**config.mk**
```make
export PLATFORM = sky130hd
export DESIGN_NAME = integer_field_scanner_unit
export DESIGN_NICKNAME = d
export VERILOG_FILES = /design/src/design/ifs_pkg.sv /design/src/design/integer_field_scanner_unit.sv
export SDC_FILE = /design/constraint.sdc
export NUM_CORES = 1
export LEC_CHECK = 0
export BUFFER_PORTS_ARGS = -buffer_cell sky130_fd_sc_hd__buf_2
export CAP_MARGIN = 40
export CORE_MARGIN = 1.5
export CORE_UTILIZATION = 35
export CTS_CLUSTER_SIZE = 25
export DETAILED_ROUTE_END_ITERATION = 7
export PLACE_DENSITY_LB_ADDON = 0.08
export SETUP_SLACK_MARGIN = 0.2
export SLEW_MARGIN = 25
export SYNTH_ARGS = -nofsm -noshare
export SYNTH_HDL_FRONTEND = slang
export SYNTH_SLANG_ARGS = --single-unit
```
**constraint.sdc**
```tcl
create_clock -name clk -period 21 [get_ports clk]
set_input_delay 4.2 -clock clk [delete_from_list [all_inputs] [get_ports clk]]
set_output_delay 4.2 -clock clk [all_outputs]
set_load 0.05 [all_outputs]
```
**src/design/ifs_pkg.sv**
```systemverilog
// Shared types and constants for the integer field scanner.
`default_nettype none

package ifs_pkg;

    // Character limit of one field (the field ends after FIELD_LIMIT-1 characters)
    localparam int FIELD_LIMIT = 64;
    localparam int LEN_W       = 6;
    localparam logic [LEN_W-1:0] LAST_TAKEN = LEN_W'(FIELD_LIMIT - 1);

    // Widths of the stream payloads
    localparam int CH_W      = 8;
    localparam int VALUE_W   = 64;
    localparam int M_TDATA_W = 72;
    localparam int M_TUSER_W = 3;
    localparam int CFG_IDX_W = 8;
    localparam int CFG_DAT_W = 7;

    // Configuration register indexes
    localparam logic [CFG_IDX_W-1:0] REG_BASE_MODE   = 8'd0;
    localparam logic [CFG_IDX_W-1:0] REG_MAX_CHARS   = 8'd1;
    localparam logic [CFG_IDX_W-1:0] REG_SIGNED_MODE = 8'd2;
    localparam logic [CFG_IDX_W-1:0] REG_DEST_SIZE   = 8'd3;

    // Characters
    localparam logic [CH_W-1:0] CH_ZERO  = 8'h30;
    localparam logic [CH_W-1:0] CH_NINE  = 8'h39;
    localparam logic [CH_W-1:0] CH_LOW_A = 8'h61;
    localparam logic [CH_W-1:0] CH_LOW_Z = 8'h7A;
    localparam logic [CH_W-1:0] CH_UP_A  = 8'h41;
    localparam logic [CH_W-1:0] CH_UP_Z  = 8'h5A;
    localparam logic [CH_W-1:0] CH_LOW_X = 8'h78;
    localparam logic [CH_W-1:0] CH_UP_X  = 8'h58;
    localparam logic [CH_W-1:0] CH_MINUS = 8'h2D;
    localparam logic [CH_W-1:0] CH_PLUS  = 8'h2B;
    localparam logic [CH_W-1:0] CH_SPACE = 8'h20;
    localparam logic [CH_W-1:0] CH_TAB   = 8'h09;
    localparam logic [CH_W-1:0] CH_CR    = 8'h0D;

    // Scan phase
    typedef enum logic [2:0] {
        PH_SKIP,
        PH_SIGN,
        PH_ZERO,
        PH_XMARK,
        PH_DIGITS
    } phase_t;

    // Number base; encoding matches the base_mode register
    typedef enum logic [1:0] {
        BASE_AUTO = 2'd0,
        BASE_OCT  = 2'd1,
        BASE_DEC  = 2'd2,
        BASE_HEX  = 2'd3
    } base_t;

    // Destination size codes
    typedef enum logic [1:0] {
        DEST_8  = 2'd0,
        DEST_16 = 2'd1,
        DEST_32 = 2'd2,
        DEST_64 = 2'd3
    } dest_t;

    // Finished field before saturation and truncation
    typedef struct packed {
        logic                ok;
        logic [VALUE_W-1:0]  mag;
        logic                negative;
        logic                overflowed;
        logic                signed_mode;
        dest_t               dest_size;
        logic [LEN_W-1:0]    length;
        logic                consumed;
        logic                at_end;
    } raw_result_t;

endpackage

`default_nettype wire

```
**src/design/integer_field_scanner_unit.sv**
```systemverilog
// Top level: scanf-style integer field scanner, one character beat per cycle when not stalled.
//
//  channel | dir | handshake          | payload
//  --------+-----+--------------------+----------------------------------------------
//  s_      | in  | s_tvalid/s_tready  | tdata: ch; tuser: end_of_input
//  m_      | out | m_tvalid/m_tready  | tdata: value, field_length; tuser: status,
//          |     |                    |   terminator_consumed, hit_end
//  cfg_    | in  | cfg_valid/cfg_ready| cfg_index, cfg_data (always ready)
//
// One input beat per cycle while the result path is not stalled. The scan state updates
// in the cycle a beat is taken; a beat that ends a field loads a result register, and
// the saturation/truncation stage after it registers the value that drives m_.
// The 64-bit multiply-by-base and add with overflow check sets the cycle time.
// Reset puts the scanner in the whitespace phase with default registers.
// Output stalls back up through the two result registers to s_tready.
`default_nettype none

module integer_field_scanner_unit
    import ifs_pkg::*;
(
    input  wire logic                 clk,
    input  wire logic                 rst_n,
    input  wire logic                 s_tvalid,
    output logic                      s_tready,
    input  wire logic [CH_W-1:0]      s_tdata,   // [7:0] ch
    input  wire logic                 s_tuser,   // [0] end_of_input
    output logic                      m_tvalid,
    input  wire logic                 m_tready,
    output logic [M_TDATA_W-1:0]      m_tdata,   // [63:0] value, [69:64] field_length, rest 0
    output logic [M_TUSER_W-1:0]      m_tuser,   // [0] status, [1] terminator_consumed, [2] hit_end
    input  wire logic                 cfg_valid,
    output logic                      cfg_ready,
    input  wire logic [CFG_IDX_W-1:0] cfg_index,
    input  wire logic [CFG_DAT_W-1:0] cfg_data
);

    // Configuration registers
    base_t               base_mode_reg;
    logic [6:0]          max_chars_reg;
    logic                signed_mode_reg;
    dest_t               dest_size_reg;

    // Scan state
    phase_t              phase_reg, phase_next;
    logic [6:0]          chars_left_reg, chars_left_next;
    logic [LEN_W-1:0]    taken_count_reg, taken_count_next;
    logic                has_digit_reg, has_digit_next;
    base_t               base_reg, base_next;
    logic                negative_reg, negative_next;
    logic [VALUE_W-1:0]  acc_reg, acc_next;
    logic                overflowed_reg, overflowed_next;

    // Result pipeline
    logic                r1_valid_reg, r1_valid_next;
    raw_result_t         r1_reg, r1_next;
    logic                out_valid_reg;
    logic [VALUE_W-1:0]  out_value_reg, out_value_next;
    logic [LEN_W-1:0]    out_len_reg;
    logic                out_status_reg, out_consumed_reg, out_at_end_reg;

    // Step signals
    logic                accept, out_ready, r1_ready, r1_advance;
    logic                eoi, is_ws, is_sign, done;
    logic                emit, consumed, at_end, take;
    logic                dig_ok, digit_take;
    logic [5:0]          digit;
    logic [4:0]          base_val;
    logic [VALUE_W+3:0]  prod, sum;
    logic [VALUE_W-1:0]  lim, r;
    logic [CH_W-1:0]     c;

    // Handshakes
    assign cfg_ready  = 1'b1;
    assign out_ready  = !out_valid_reg || m_tready;
    assign r1_advance = r1_valid_reg && out_ready;
    assign r1_ready   = !r1_valid_reg || out_ready;
    assign s_tready   = r1_ready;
    assign accept     = s_tvalid && s_tready;

    assign c     = s_tdata;
    assign eoi   = s_tuser;
    assign is_ws = (c == CH_SPACE) || (c >= CH_TAB && c <= CH_CR);
    assign is_sign = (c == CH_MINUS) || (c == CH_PLUS);

    // Digit value of the character
    always_comb
    begin
        dig_ok = 1'b1;
        digit  = '0;
        if (c >= CH_ZERO && c <= CH_NINE)
        begin
            digit = 6'(c - CH_ZERO);
        end
        else if (c >= CH_LOW_A && c <= CH_LOW_Z)
        begin
            digit = 6'(c - CH_LOW_A + 8'd10);
        end
        else if (c >= CH_UP_A && c <= CH_UP_Z)
        begin
            digit = 6'(c - CH_UP_A + 8'd10);
        end
        else
        begin
            dig_ok = 1'b0;
        end
    end

    // Multiply by base and add digit, 4 guard bits catch 64-bit overflow
    always_comb
    begin
        case (base_next)
            BASE_OCT: prod = {1'b0, acc_reg, 3'b000};
            BASE_DEC: prod = {1'b0, acc_reg, 3'b000} + {3'b000, acc_reg, 1'b0};
            BASE_HEX: prod = {acc_reg, 4'b0000};
            default:  prod = '0;
        endcase
        sum = prod + (VALUE_W+4)'(digit);
    end

    // Next scan state
    always_comb
    begin
        phase_next       = phase_reg;
        chars_left_next  = chars_left_reg;
        taken_count_next = taken_count_reg;
        has_digit_next   = has_digit_reg;
        base_next        = base_reg;
        negative_next    = negative_reg;
        acc_next         = acc_reg;
        overflowed_next  = overflowed_reg;
        emit       = 1'b0;
        consumed   = 1'b0;
        at_end     = 1'b0;
        done       = 1'b0;
        take       = 1'b0;
        digit_take = 1'b0;
        base_val   = 5'd0;

        // Whitespace skip; first other character latches width and base
        if (phase_reg == PH_SKIP)
        begin
            if (eoi)
            begin
                emit   = 1'b1;
                at_end = 1'b1;
                done   = 1'b1;
            end
            else if (is_ws)
            begin
                done = 1'b1;
            end
            else
            begin
                chars_left_next = max_chars_reg;
                base_next       = base_mode_reg;
                phase_next      = PH_SIGN;
            end
        end

        // Optional sign
        if (!done && phase_next == PH_SIGN)
        begin
            phase_next = PH_ZERO;
            if (!eoi && is_sign && chars_left_next > 7'd1)
            begin
                take          = 1'b1;
                negative_next = (c == CH_MINUS);
                done          = 1'b1;
            end
        end

        // Leading zero, then optional x mark
        if (!done && phase_next == PH_ZERO)
        begin
            phase_next = PH_DIGITS;
            if (!eoi && c == CH_ZERO && (base_next == BASE_AUTO || base_next == BASE_HEX)
                && chars_left_next > 7'd1)
            begin
                take           = 1'b1;
                has_digit_next = 1'b1;
                phase_next     = PH_XMARK;
                done           = 1'b1;
            end
            else if (base_next == BASE_AUTO)
            begin
                base_next = BASE_DEC;
            end
        end
        else if (!done && phase_next == PH_XMARK)
        begin
            phase_next = PH_DIGITS;
            if (!eoi && (c == CH_LOW_X || c == CH_UP_X) && chars_left_next > 7'd1)
            begin
                take           = 1'b1;
                base_next      = BASE_HEX;
                has_digit_next = 1'b0;
                done           = 1'b1;
            end
            else if (base_next == BASE_AUTO)
            begin
                base_next = BASE_OCT;
            end
        end

        // Digits
        if (!done)
        begin
            case (base_next)
                BASE_OCT: base_val = 5'd8;
                BASE_DEC: base_val = 5'd10;
                BASE_HEX: base_val = 5'd16;
                default:  base_val = 5'd0;
            endcase
            if (!eoi && chars_left_next != 7'd0 && taken_count_reg < LAST_TAKEN
                && dig_ok && digit < 6'(base_val))
            begin
                digit_take     = 1'b1;
                take           = 1'b1;
                has_digit_next = 1'b1;
                if (overflowed_reg || sum[VALUE_W+3:VALUE_W] != 4'd0)
                begin
                    overflowed_next = 1'b1;
                    acc_next        = '1;
                end
                else
                begin
                    acc_next = sum[VALUE_W-1:0];
                end
            end
            else
            begin
                emit   = 1'b1;
                at_end = eoi;
            end
        end

        // Count the character taken
        if (take)
        begin
            taken_count_next = taken_count_reg + 1'b1;
            if (chars_left_next != 7'd0)
            begin
                chars_left_next = chars_left_next - 7'd1;
            end
        end

        // Width or field limit used up by this digit
        if (digit_take && (chars_left_next == 7'd0 || taken_count_next >= LAST_TAKEN))
        begin
            emit     = 1'b1;
            consumed = 1'b1;
        end
    end

    // Raw result for the first result register
    always_comb
    begin
        r1_next.ok          = has_digit_next;
        r1_next.mag         = acc_next;
        r1_next.negative    = negative_next;
        r1_next.overflowed  = overflowed_next;
        r1_next.signed_mode = signed_mode_reg;
        r1_next.dest_size   = dest_size_reg;
        r1_next.length      = taken_count_next;
        r1_next.consumed    = consumed;
        r1_next.at_end      = at_end;
    end

    always_comb
    begin
        r1_valid_next = r1_valid_reg;
        if (accept && emit)
        begin
            r1_valid_next = 1'b1;
        end
        else if (r1_advance)
        begin
            r1_valid_next = 1'b0;
        end
    end

    // Saturation and truncation to the destination
    always_comb
    begin
        lim = '0;
        r   = '0;
        if (r1_reg.signed_mode)
        begin
            lim = (r1_reg.dest_size == DEST_64) ? 64'h8000_0000_0000_0000 : 64'h8000_0000;
            if (r1_reg.negative)
            begin
                r = (r1_reg.overflowed || r1_reg.mag > lim) ? lim : r1_reg.mag;
                r = 64'd0 - r;
            end
            else
            begin
                r = (r1_reg.overflowed || r1_reg.mag > lim - 64'd1) ? lim - 64'd1 : r1_reg.mag;
            end
        end
        else
        begin
            lim = (r1_reg.dest_size == DEST_64) ? '1 : 64'hFFFF_FFFF;
            if (r1_reg.overflowed || r1_reg.mag > lim)
            begin
                r = lim;
            end
            else
            begin
                r = r1_reg.negative ? 64'd0 - r1_reg.mag : r1_reg.mag;
            end
        end
        case (r1_reg.dest_size)
            DEST_8:  out_value_next = {56'd0, r[7:0]};
            DEST_16: out_value_next = {48'd0, r[15:0]};
            DEST_32: out_value_next = {32'd0, r[31:0]};
            default: out_value_next = r;
        endcase
        if (!r1_reg.ok)
        begin
            out_value_next = '0;
        end
    end

    // Configuration writes
    always_ff @(posedge clk or negedge rst_n)
    begin
        if (!rst_n)
        begin
            base_mode_reg   <= BASE_DEC;
            max_chars_reg   <= 7'(FIELD_LIMIT);
            signed_mode_reg <= 1'b1;
            dest_size_reg   <= DEST_32;
        end
        else if (cfg_valid && cfg_ready)
        begin
            case (cfg_index)
                REG_BASE_MODE:   base_mode_reg   <= base_t'(cfg_data[1:0]);
                REG_MAX_CHARS:   max_chars_reg   <= cfg_data;
                REG_SIGNED_MODE: signed_mode_reg <= cfg_data[0];
                REG_DEST_SIZE:   dest_size_reg   <= dest_t'(cfg_data[1:0]);
                default:         ;
            endcase
        end
    end

    // Scan state; a finished field returns to the whitespace phase
    always_ff @(posedge clk or negedge rst_n)
    begin
        if (!rst_n)
        begin
            phase_reg       <= PH_SKIP;
            chars_left_reg  <= 7'(FIELD_LIMIT);
            taken_count_reg <= '0;
            has_digit_reg   <= 1'b0;
            base_reg        <= BASE_AUTO;
            negative_reg    <= 1'b0;
            acc_reg         <= '0;
            overflowed_reg  <= 1'b0;
        end
        else if (accept)
        begin
            if (emit)
            begin
                phase_reg       <= PH_SKIP;
                chars_left_reg  <= max_chars_reg;
                taken_count_reg <= '0;
                has_digit_reg   <= 1'b0;
                base_reg        <= BASE_AUTO;
                negative_reg    <= 1'b0;
                acc_reg         <= '0;
                overflowed_reg  <= 1'b0;
            end
            else
            begin
                phase_reg       <= phase_next;
                chars_left_reg  <= chars_left_next;
                taken_count_reg <= taken_count_next;
                has_digit_reg   <= has_digit_next;
                base_reg        <= base_next;
                negative_reg    <= negative_next;
                acc_reg         <= acc_next;
                overflowed_reg  <= overflowed_next;
            end
        end
    end

    // Result registers: valid flags
    always_ff @(posedge clk or negedge rst_n)
    begin
        if (!rst_n)
        begin
            r1_valid_reg  <= 1'b0;
            out_valid_reg <= 1'b0;
        end
        else
        begin
            r1_valid_reg <= r1_valid_next;
            if (out_ready)
            begin
                out_valid_reg <= r1_valid_reg;
            end
        end
    end

    // Result registers: payload
    always_ff @(posedge clk)
    begin
        if (accept && emit)
        begin
            r1_reg <= r1_next;
        end
        if (r1_advance)
        begin
            out_value_reg    <= out_value_next;
            out_len_reg      <= r1_reg.length;
            out_status_reg   <= !r1_reg.ok;
            out_consumed_reg <= r1_reg.consumed;
            out_at_end_reg   <= r1_reg.at_end;
        end
    end

    assign m_tvalid = out_valid_reg;
    assign m_tdata  = {{(M_TDATA_W-VALUE_W-LEN_W){1'b0}}, out_len_reg, out_value_reg};
    assign m_tuser  = {out_at_end_reg, out_consumed_reg, out_status_reg};

    // Input is held off while both result registers are full and stalled
    assert property (@(posedge clk) disable iff (!rst_n)
        (r1_valid_reg && m_tvalid && !m_tready) |-> !s_tready)
        else $error("input taken while result path is full");

    // Whitespace phase holds a cleared field
    assert property (@(posedge clk) disable iff (!rst_n)
        (phase_reg == PH_SKIP) |-> (taken_count_reg == '0 && !has_digit_reg
            && !negative_reg && !overflowed_reg))
        else $error("field state not cleared in whitespace phase");

    // Overflow pins the accumulator at all ones
    assert property (@(posedge clk) disable iff (!rst_n)
        overflowed_reg |-> (acc_reg == '1))
        else $error("overflow without saturated accumulator");

    // A failed field carries a zero value
    assert property (@(posedge clk) disable iff (!rst_n)
        (m_tvalid && m_tuser[0]) |-> (m_tdata[VALUE_W-1:0] == '0))
        else $error("nonzero value on matching failure");

    // A consumed terminator never comes from end of input
    assert property (@(posedge clk) disable iff (!rst_n)
        m_tvalid |-> !(m_tuser[1] && m_tuser[2]))
        else $error("terminator consumed at end of input");

endmodule

`default_nettype wire
```
# Word level (Yosys, flattened, before mapping)
# Index checks and enable logic that the tools add are counted.
[classes]
n_addsub = 12
mul = 0
n_div = 0
order_cmp = 15
eq_ne = 19
shift = 0
mux = 91
bitwise = 0
reduce_logical = 51
[op_table]
columns = ["op", "count"]
rows = [
  ["$mux W64", 12],
  ["$pmux W68 S3", 1],
  ["$gt A64 B64 Y1", 3],
  ["$pmux W64 S3", 1],
  ["$sub A1 B64 Y64 const A", 2],
  ["$add A67 B65 Y68", 1],
  ["$add A68 B6 Y68", 1],
  ["$sub A64 B1 Y64 const B", 1],
  ["$mux W1", 46],
  ["$mux W7", 6],
  ["$eq A8 B6 Y1 const B", 4],
  ["$mux W6", 5],
  ["$mux W3", 8],
  ["$logic_and A1 B1 Y1", 22],
  ["$mux W2", 10],
  ["$eq A8 B2 Y1 const B", 2],
  ["$eq A8 B7 Y1 const B", 2],
  ["$ge A8 B7 Y1 const B", 2],
  ["$le A8 B7 Y1 const B", 2],
  ["$pmux W5 S3", 1],
  ["$add A6 B4 Y6 const B", 2],
  ["$sub A6 B6 Y6 const B", 2],
  ["$logic_or A1 B1 Y1", 11],
  ["$eq A2 B2 Y1 const B", 5],
  ["other kinds (25)", 36],
]
[word_totals]
regBits = 250
latchBits = 0
ramBits = 0
romBits = 0
out_inout_bits = 78
word_cells = 216
n_memories = 0

# Longest topological paths before layout
# Gate-level depths: netlist (run 1).
[logic_depth]
ltp_word = 28
ltp_mapped = 43
depth_no_buf = 33

# Least setup slack after synthesis (run 1)
# OpenSTA, ideal clock, no wires.
[synth_timing]
kind = "input port to flip-flop"
start = "input s_tdata[0]"
end = "register r1_reg[37] (netlist bit), data pin"
setup_time_ns = 0.278
arrival_time_ns = 13.728
path_slack_ns = 6.994
path_stages = 39
path_buffers = 9
cell_sequence = "inv_1 > ha_1 > nor3b_1 > o21a_1 > o31ai_1 > clkbuf_1 > mux2i_1 > inv_1 > ha_1 > o211a_1 > o311a_1 > a211o_1 > nor4_1 > a211o_1 > nor2_1 > o21ai_0 > ha_1 > clkbuf_1 > [... 3 more ...] > buf_1 > clkbuf_1 > nor2_1 > ha_1 > a21oi_1 > o21bai_1 > a21oi_1 > a2111oi_2 > nand4bb_1 > nor2_2 > nand3_1 > nor4_4 > nand4_1 > or4_1 > a22oi_2 > buf_6 > buf_6 > a31oi_1"
[synth_via]
elab_chain_len = 22
[synth_rtl]
columns = ["item", "line_no", "rtl"]
rows = [
  ["from (decl)", "integer_field_scanner_unit.sv:25", "input wire logic [CH_W-1:0] s_tdata,"],
  ["$ge A8 B4 Y1 or $le A8 B4 Y1 (tied branches)", "integer_field_scanner_unit.sv:82", "assign is_ws = (c == CH_SPACE) || (c >= CH_TAB && c <= CH_CR);"],
  ["$logic_and A1 B1 Y1", "integer_field_scanner_unit.sv:82", ""],
  ["$logic_or A1 B1 Y1", "integer_field_scanner_unit.sv:82", ""],
  ["$mux W7", "integer_field_scanner_unit.sv:148", "else if (is_ws)"],
  ["$mux W7", "integer_field_scanner_unit.sv:142", "if (eoi)"],
  ["$mux W7", "integer_field_scanner_unit.sv:140", "if (phase_reg == PH_SKIP)"],
  ["$gt A7 B1 Y1", "integer_field_scanner_unit.sv:164, integer_field_scanner_unit.sv:177, integer_field_scanner_unit.sv:192", ""],
  ["$logic_and A1 B1 Y1", "integer_field_scanner_unit.sv:164", "if (!eoi && is_sign && chars_left_next > 7'd1)"],
  ["[... 7 more ...]", "--", ""],
  ["$pmux W68 S3", "integer_field_scanner_unit.sv:111", "case (base_next)"],
  ["$add A68 B6 Y68", "integer_field_scanner_unit.sv:117", "sum = prod + (VALUE_W+4)'(digit);"],
  ["$reduce_bool A4 Y1", "integer_field_scanner_unit.sv:220", "if (overflowed_reg || sum[VALUE_W+3:VALUE_W] != 4'd0)"],
  ["$logic_or A1 B1 Y1", "integer_field_scanner_unit.sv:220", ""],
  ["$mux W64", "integer_field_scanner_unit.sv:220", ""],
  ["$mux W64", "integer_field_scanner_unit.sv:214", "if (!eoi && chars_left_next != 7'd0 && taken_count_reg < LAST_TAKEN"],
  ["$mux W64 *", "integer_field_scanner_unit.sv:206", "if (!done)"],
  ["via acc_next[24]", "integer_field_scanner_unit.sv:50", "logic [VALUE_W-1:0] acc_reg, acc_next;"],
  ["to (signal assigned)", "integer_field_scanner_unit.sv:410", "r1_reg <= r1_next;"],
  ["to (decl)", "integer_field_scanner_unit.sv:55", "raw_result_t r1_reg, r1_next;"],
]
# The timed path passes the listed nets; every way through them passes the cells marked *. The select of a mux whose other input is x is not followed.
# A chain may end at the register's enable or synchronous reset.

# Final worst setup path (run 1)
[layout_timing]
start = "input s_tdata[1]"
end = "register r1_reg[16] (netlist bit), data pin"
# Same word-level chain as after synthesis.

==> metrics.txt, run 1 <==
outcome=complete, no violations; mapped cell area=0.02471 mm^2; layout cells sized above 1=9.184%; Routed WL=93,000 um; max FFs per register=~80; pwr dens=57.96 mW/mm^2; r2r setup slk=10.22 ns; 1st-iter DRT viols=~2,600; Clock Skew=0.02160 ns; WP data arrival=roughly 15 ns; Buffers on Ports=103; Async SR Flop Fraction=39.60%; vias=25,110; post-synthesis sequential area ratio=28.40%; crit start category=input pin; drt pass-1 iters=6; placed cell area=0.02587 mm^2; GRT Total Usage=about a quarter; WL per Instance=22.88 um; # rows=between 90 and 100; H-tree depth=1; pin count of the biggest net entering global routing=82; FF-to-FF path depth=35; grt met2 use=a little under two fifths; clk buf depth=3; hold buffer count at CTS=0; final count of hold timing violations=0; hold crit path type=reg2reg; Initial Util=35.35%; vias in the first global route=23,060; M1 GR Usage=38.53%; first-pass GRT wire length=between 100,000 and 150,000 um; Leak=10.03 nW; hold_ws=0.4085 ns; post-layout instance area=roughly 0.027 mm^2; GRT overflow=0; Max VDD drop=0.05172 mV; number of setup violations in the final report=0; setup ws final=slightly below 7 ns; gpl congestion=0.9530; f_max=70.10 MHz; max incr delay on CP=approximately 0.65 ns; Post-DP HPWL=between 70,000 and 80,000 um; min Tclk post-route=14.26 ns; Die W=268.7 um; post_cts resized=0; Final period util=a little under 70%; reg-to-reg startpoint=phase_reg[0]$_DFFE_PN0P_; crit end category=flop; CP required=21.29 ns; Slew Limit Fails=0; Netlist cell types=between 100 and 150; Max Cap Viol=0; Worst-path clk slew=0.06 ns; I/O pins=approximately 110; measured slew at the worst slew-check pin=roughly 0.85 ns; clk sinks=250; WS Path Type=in2reg; min-delay src=r1_reg[1]$_DFFE_PP_; Yosys reg bits=250; pre-CTS WS=about 6.3 ns; setup TNS=0 ns; CTS Buf Count=26; Worst Hold End=out_consumed_reg$_DFFE_PP_; Critical R2R Capture=r1_reg[16]$_DFFE_PP_; hold path depth=0; drc violations=0; Final #Nets=3,263; die height=268.7 um; initial antenna violation count=1; Setup Buffers After CTS=0; most common library cell in the layout ignoring fill and taps=nor2_1; Core ar.=about 0.07 mm^2; CTS root buffer=clkbuf_16; post-synthesis cell count=approximately 3,200; die footprint=0.07221 mm^2; CP max stage cell=o21ai_0; Syn-to-layout area delta=8.602%; Post-Syn Area per Cell=7.818 um^2; Skew-Pair Late Insertion Delay=0.57 ns; antenna viol nets, final=0; met3 Use GR=2.210%; grt peak-use layer=met1; Slew headroom=43.41%; antenna cells=0; CP Max Fanout=66; RSZ-0062 raised after global routing=no; most frequent cells in the layout=nor2_1 (361), nand2_1 (290), a21oi_1 (258); drt via density=6.177; Post-synth EDFFs=151; CTS tree=yes; Synth warnings=0; Top FF cell, synth=edfxtp_1
-- cells in the mapped netlist, types with 13 or more instances --
master / n / share of area, %
a211o_1: 15 / 0.53
a211oi_1: 38 / 1.2
a21o_1: 45 / 1.4
a21oi_1: 259 / 5.2
a221oi_1: 36 / 1.3
a22oi_1: 51 / 1.5
a31oi_1: 106 / 2.7
and2_1: 22 / 0.56
and3_1: 28 / 0.71
buf_1: 17 / 0.26
buf_2: 27 / 0.55
clkbuf_1: 180 / 2.7
dfrtp_1: 94 / 9.5
edfxtp_1: 151 / 18
ha_1: 126 / 6.4
inv_1: 53 / 0.80
mux2_2: 23 / 1.0
mux2i_1: 24 / 0.97
nand2_1: 291 / 4.4
nand2b_1: 33 / 0.84
nand3_1: 68 / 1.4
nand4_1: 79 / 2.0
nor2_1: 364 / 5.5
nor3_1: 86 / 1.7
nor3b_1: 15 / 0.46
nor4_1: 44 / 1.1
o211ai_1: 49 / 1.5
o21a_1: 34 / 1.0
o21ai_0: 259 / 5.2
o21ai_1: 15 / 0.30
o21bai_1: 13 / 0.39
o22ai_1: 23 / 0.58
o31ai_1: 27 / 0.82
or3_1: 34 / 0.86
or4_1: 21 / 0.64
xnor2_1: 79 / 2.8
xor2_1: 76 / 2.7
-- critical path, delay by kind of cell --
kind	cells	cell delay, ns
AND/OR/NAND/NOR	10	3.00
buffers and inverters	10	2.27
AO/OA/AOI/OAI	13	3.50
adder cells (fa/ha/maj)	4	1.00
multiplexers	1	0.48
-- layer usage --
metal / vias to the layer above / share of wire, % / wire length (um)
li1: 11870 / - / -
met1: 12190 / 48 / 44920
met5: - / 0 / 0
met3: 100 / 6.8 / 6314
met4: 0 / 1.7 / 1614
met2: 953 / 43 / 40160
-- layout make-up --
cell class	instances	area, um^2
Fill cell	7255	43070
Multi-Input combinational cell	2614	16500
Tap cell	940	1176
Sequential cell	250	7018
Clock buffer	36	740.7
Clock inverter	11	152.6
Inverter	56	211.5
Timing Repair Buffer	158	1041
-- worst max path at each step --
stage               cells after the start  slack (ns)              endpoint  startpoint
finish                                 38        6.74  r1_reg[16]$_DFFE_PP_  s_tdata[1]
global route                           38        5.94  r1_reg[17]$_DFFE_PP_  s_tdata[1]
CTS                                    38        6.91  r1_reg[17]$_DFFE_PP_  s_tdata[1]
detailed placement                     38        6.31  r1_reg[17]$_DFFE_PP_  s_tdata[0]
global placement                       35        6.54  r1_reg[14]$_DFFE_PP_  s_tdata[0]
floorplan                              39        6.99  r1_reg[37]$_DFFE_PP_  s_tdata[0]
-- power by group --
group / switching (mW) / leakage (nW) / internal (mW)
registers: 0.0538 / 2.84 / 0.574
clock network: 0.201 / 0.428 / 0.285
logic: 0.317 / 6.75 / 0.125
-- logic make-up after synthesis --
kind of cell / after synthesis / synth area share, %
AOI/OAI and AO/OA: 1113 / 29.27
xor gates and xnor gates: 155 / 5.493
adders and majority gates: 128 / 6.541
buffers and inverters: 298 / 5.093
DFF: 250 / 28.40
muxes: 47 / 2.020
other: 2 / 0.03039
and+or+nand+nor: 1168 / 23.16
-- metrics by stage --
step | util (%) | power [mW] | instances
floorplan | - | 0.9363 | 3162
finish | 38.39 | 1.556 | 4065
CTS | 38.29 | 1.562 | 4060
detailed placement | 37.01 | 1.073 | 4013
global placement | 36.75 | 1.063 | 4000
global route | 38.39 | 1.632 | 4065
Note: power is estimated with default switching activity, not from simulation.
==> run 2, diff against run 1 <==
==> constraint.sdc (replaced) <==
create_clock -name clk -period 12.1 [get_ports clk]
set_input_delay 2.42 -clock clk [delete_from_list [all_inputs] [get_ports clk]]
set_output_delay 2.42 -clock clk [all_outputs]
set_load 0.05 [all_outputs]
==> run 2 against run 1 <==
- clock power increased by 76%
- die area unchanged
- worst setup slack got worse by 5.6 ns
- global-route usage increased by 0.23 points
- utilization increased by 0.12 points
- worst hold slack improved by 0.0084 ns
- design area increased by 0.32%
- non-clock buffer count increased by 12
- sequential power increased by 74%
- first-iteration DRC count increased by 10%
- via count increased by 1.0%
- clock-buffer cell count decreased by 2
- critical endpoint is now r1_reg[76]$_DFFE_PP_
- largest power group unchanged
==> metrics.txt, run 2 (synthesis gave the netlist of run 1 again) <==
Syn-to-layout area delta=8.946% (was 8.602%); WS Path Type=in2reg (unchanged); Final #Nets=3,275 (was 3,263); gpl congestion=0.9400 (was 0.9530); GRT Total Usage=25.23% (was 25.00%); setup ws final=1.086 ns (was 6.735 ns); fill cell count=7,246 (was 7,255); hold crit path type=reg2reg (unchanged); first-pass GRT wire length=144,000 um (was 142,000 um); pwr dens=101.0 mW/mm^2 (was 57.96 mW/mm^2); crit end category=flop (unchanged); H-tree depth=1 (unchanged); RSZ-0062 raised after global routing=no (unchanged); CTS Buf Count=26 (unchanged); drt pass-1 iters=6 (unchanged); Flop pwr share=40.0% (was 40.4%); Initial Util=35.35% (unchanged); die footprint=0.07221 mm^2 (unchanged); initial antenna violation count=0 (was 1); CP max stage cell=or4_1 (was o21ai_0); drt via density=6.220 (was 6.177); crit start category=input pin (unchanged); Core ar.=0.06991 mm^2 (unchanged); Total Power=2.719 mW (was 1.556 mW); die height=268.7 um (unchanged); GRT overflow=0 (unchanged); post_cts resized=0 (unchanged); max FFs per register=78 (unchanged); Comb power frac=28.6% (was 28.4%); clk sinks=250 (unchanged); # rows=97 (unchanged); WL per Instance=23.03 um (was 22.88 um); vias in the first global route=23,310 (was 23,060); CTS tree=yes (unchanged); I/O pins=107 (unchanged); measured slew at the worst slew-check pin=0.9234 ns (was 0.8489 ns); most common library cell in the layout ignoring fill and taps=nor2_1 (unchanged); Die W=268.7 um (unchanged); Buffers on Ports=103 (unchanged); min Tclk post-route=between 10 and 15 ns; max incr delay on CP=0.63 ns (was 0.65 ns); NetSw=1.000 mW (was 0.5712 mW); Max Cap Viol=0 (unchanged); Crit. Startpoint=s_tdata[0] (was s_tdata[1]); f_max=90.79 MHz; Slew headroom=38.03% (was 43.41%); antenna viol nets, final=0 (unchanged); setup TNS=0 ns (unchanged); Leak=10.09 nW (was 10.03 nW); Max VDD drop=0.08854 mV (was 0.05172 mV); Clock Skew=0.01740 ns (was 0.02160 ns); drc violations=0 (unchanged); 1st-iter DRT viols=2,882 (was 2,609); WP data arrival=11.30 ns (was 14.55 ns); CTS root buffer=clkbuf_16 (unchanged); pin count of the biggest net entering global routing=82 (unchanged); hold_ws=0.4169 ns (was 0.4085 ns); Setup Buffers After CTS=0 (unchanged); clk buf depth=3 (unchanged); placed cells=4,026 (was 4,013); Routed WL=93,900 um (was 93,000 um); critical path's most frequent cell=inv_1; layout cells sized above 1=9.592% (was 9.184%); hold buffer count at CTS=0 (unchanged); switching share of power=36.78% (was 36.72%); reg-to-reg startpoint=phase_reg[0]$_DFFE_PN0P_ (unchanged); most frequent cells in the layout=nor2_1 (362), nand2_1 (290), a21oi_1 (258) (was nor2_1 (361), nand2_1 (290), a21oi_1 (258)); fin cells=4,078 (was 4,065); number of setup violations in the final report=0 (unchanged); pre-CTS WS=0.6634 ns (was 6.313 ns); Int Pwr=1.719 mW (was 0.9844 mW); min-delay src=r1_reg[1]$_DFFE_PP_ (unchanged); Final period util=approximately nine tenths; Skew-Pair Late Insertion Delay=0.56 ns (was 0.57 ns); CP required=12.38 ns (was 21.29 ns); final count of hold timing violations=0 (unchanged); CP Max Fanout=63 (was 66); Post-DP HPWL=70,760 um (was 70,180 um); vias=25,370 (was 25,110); Clk pwr share=31.4% (was 31.2%); Worst-path clk slew=0.07 ns (was 0.06 ns); antenna cells=0 (unchanged); Slew Limit Fails=0 (unchanged); outcome=complete, no violations (unchanged)
## run 2: changes by cell type in the layout (fill, tap and decap cells not counted), sizes merged
cell	delta
buf	+15
clkbuf	-2
bufinv	+1
clkinv	+1
clkdlybuf4s18	-1
clkdlybuf4s15	-2
clkinvlp	+1
## run 2: power by group through the flow
stage | registers [mW] | logic [mW] | clock network, mW
after global placement | 1.10 | 0.750 | 0
after CTS | 1.09 | 0.766 | 0.878
after global routing | 1.10 | 0.844 | 0.903
after floorplan | 1.17 | 0.458 | 0
after detailed placement | 1.10 | 0.764 | 0
final | 1.09 | 0.778 | 0.853
## run 2: metal layers
metal	routed length, um	share of wire [%]	track usage [%]	up-vias
met2	40850	44	38.40	1004
met4	1645	1.8	5.162	0
met3	5655	6.0	1.260	86
met1	45750	49	39.07	12400
li1	-	-	-	11880
met5	0	0	0	-
## run 2: final timing paths
path / endpoint / slack [ns] / depth (start not counted)
setup / recovery: r1_reg[76]$_DFFE_PP_ / 1.09 / 33
hold / removal: out_consumed_reg$_DFFE_PP_ / 0.42 / 0
setup reg to reg: r1_reg[76]$_DFFE_PP_ / 2.82 / 30
hold reg to reg: out_consumed_reg$_DFFE_PP_ / 0.42 / 0
max in group asynchronous: acc_reg[57]$_DFFE_PN0P_ / 9.27 / 3
min in group asynchronous: max_chars_reg[1]$_DFFE_PN0P_ / 1.82 / 1
## run 2: worst max-delay path, delay by kind of cell
family                   cells  cell delay, ns
buffers and inverters        6            1.50
AND/OR/NAND/NOR              9            2.57
multiplexers                 1            0.46
adder cells (fa/ha/maj)      3            0.68
AO/OA/AOI/OAI               14            3.57
## run 2: layout make-up
type | count | area (um^2) | share of cell area (%)
multi-input cells | 2614 | 16500 | 61.29
flip-flops and latches | 250 | 7018 | 26.07
well taps | 940 | 1176 | 4.368
repair buffers | 170 | 1115 | 4.141
clock buffers | 34 | 711.9 | 2.644
inverters | 56 | 211.5 | 0.7854
clock inverters | 14 | 191.4 | 0.7110
## run 2: metrics by stage
step | cell area [um^2] | util (%)
after floorplan | 24730 | -
after global placement | 25810 | 36.92
after detailed placement | 25950 | 37.13
after CTS | 26860 | 38.42
after global routing | 26920 | 38.51
final | 26920 | 38.51
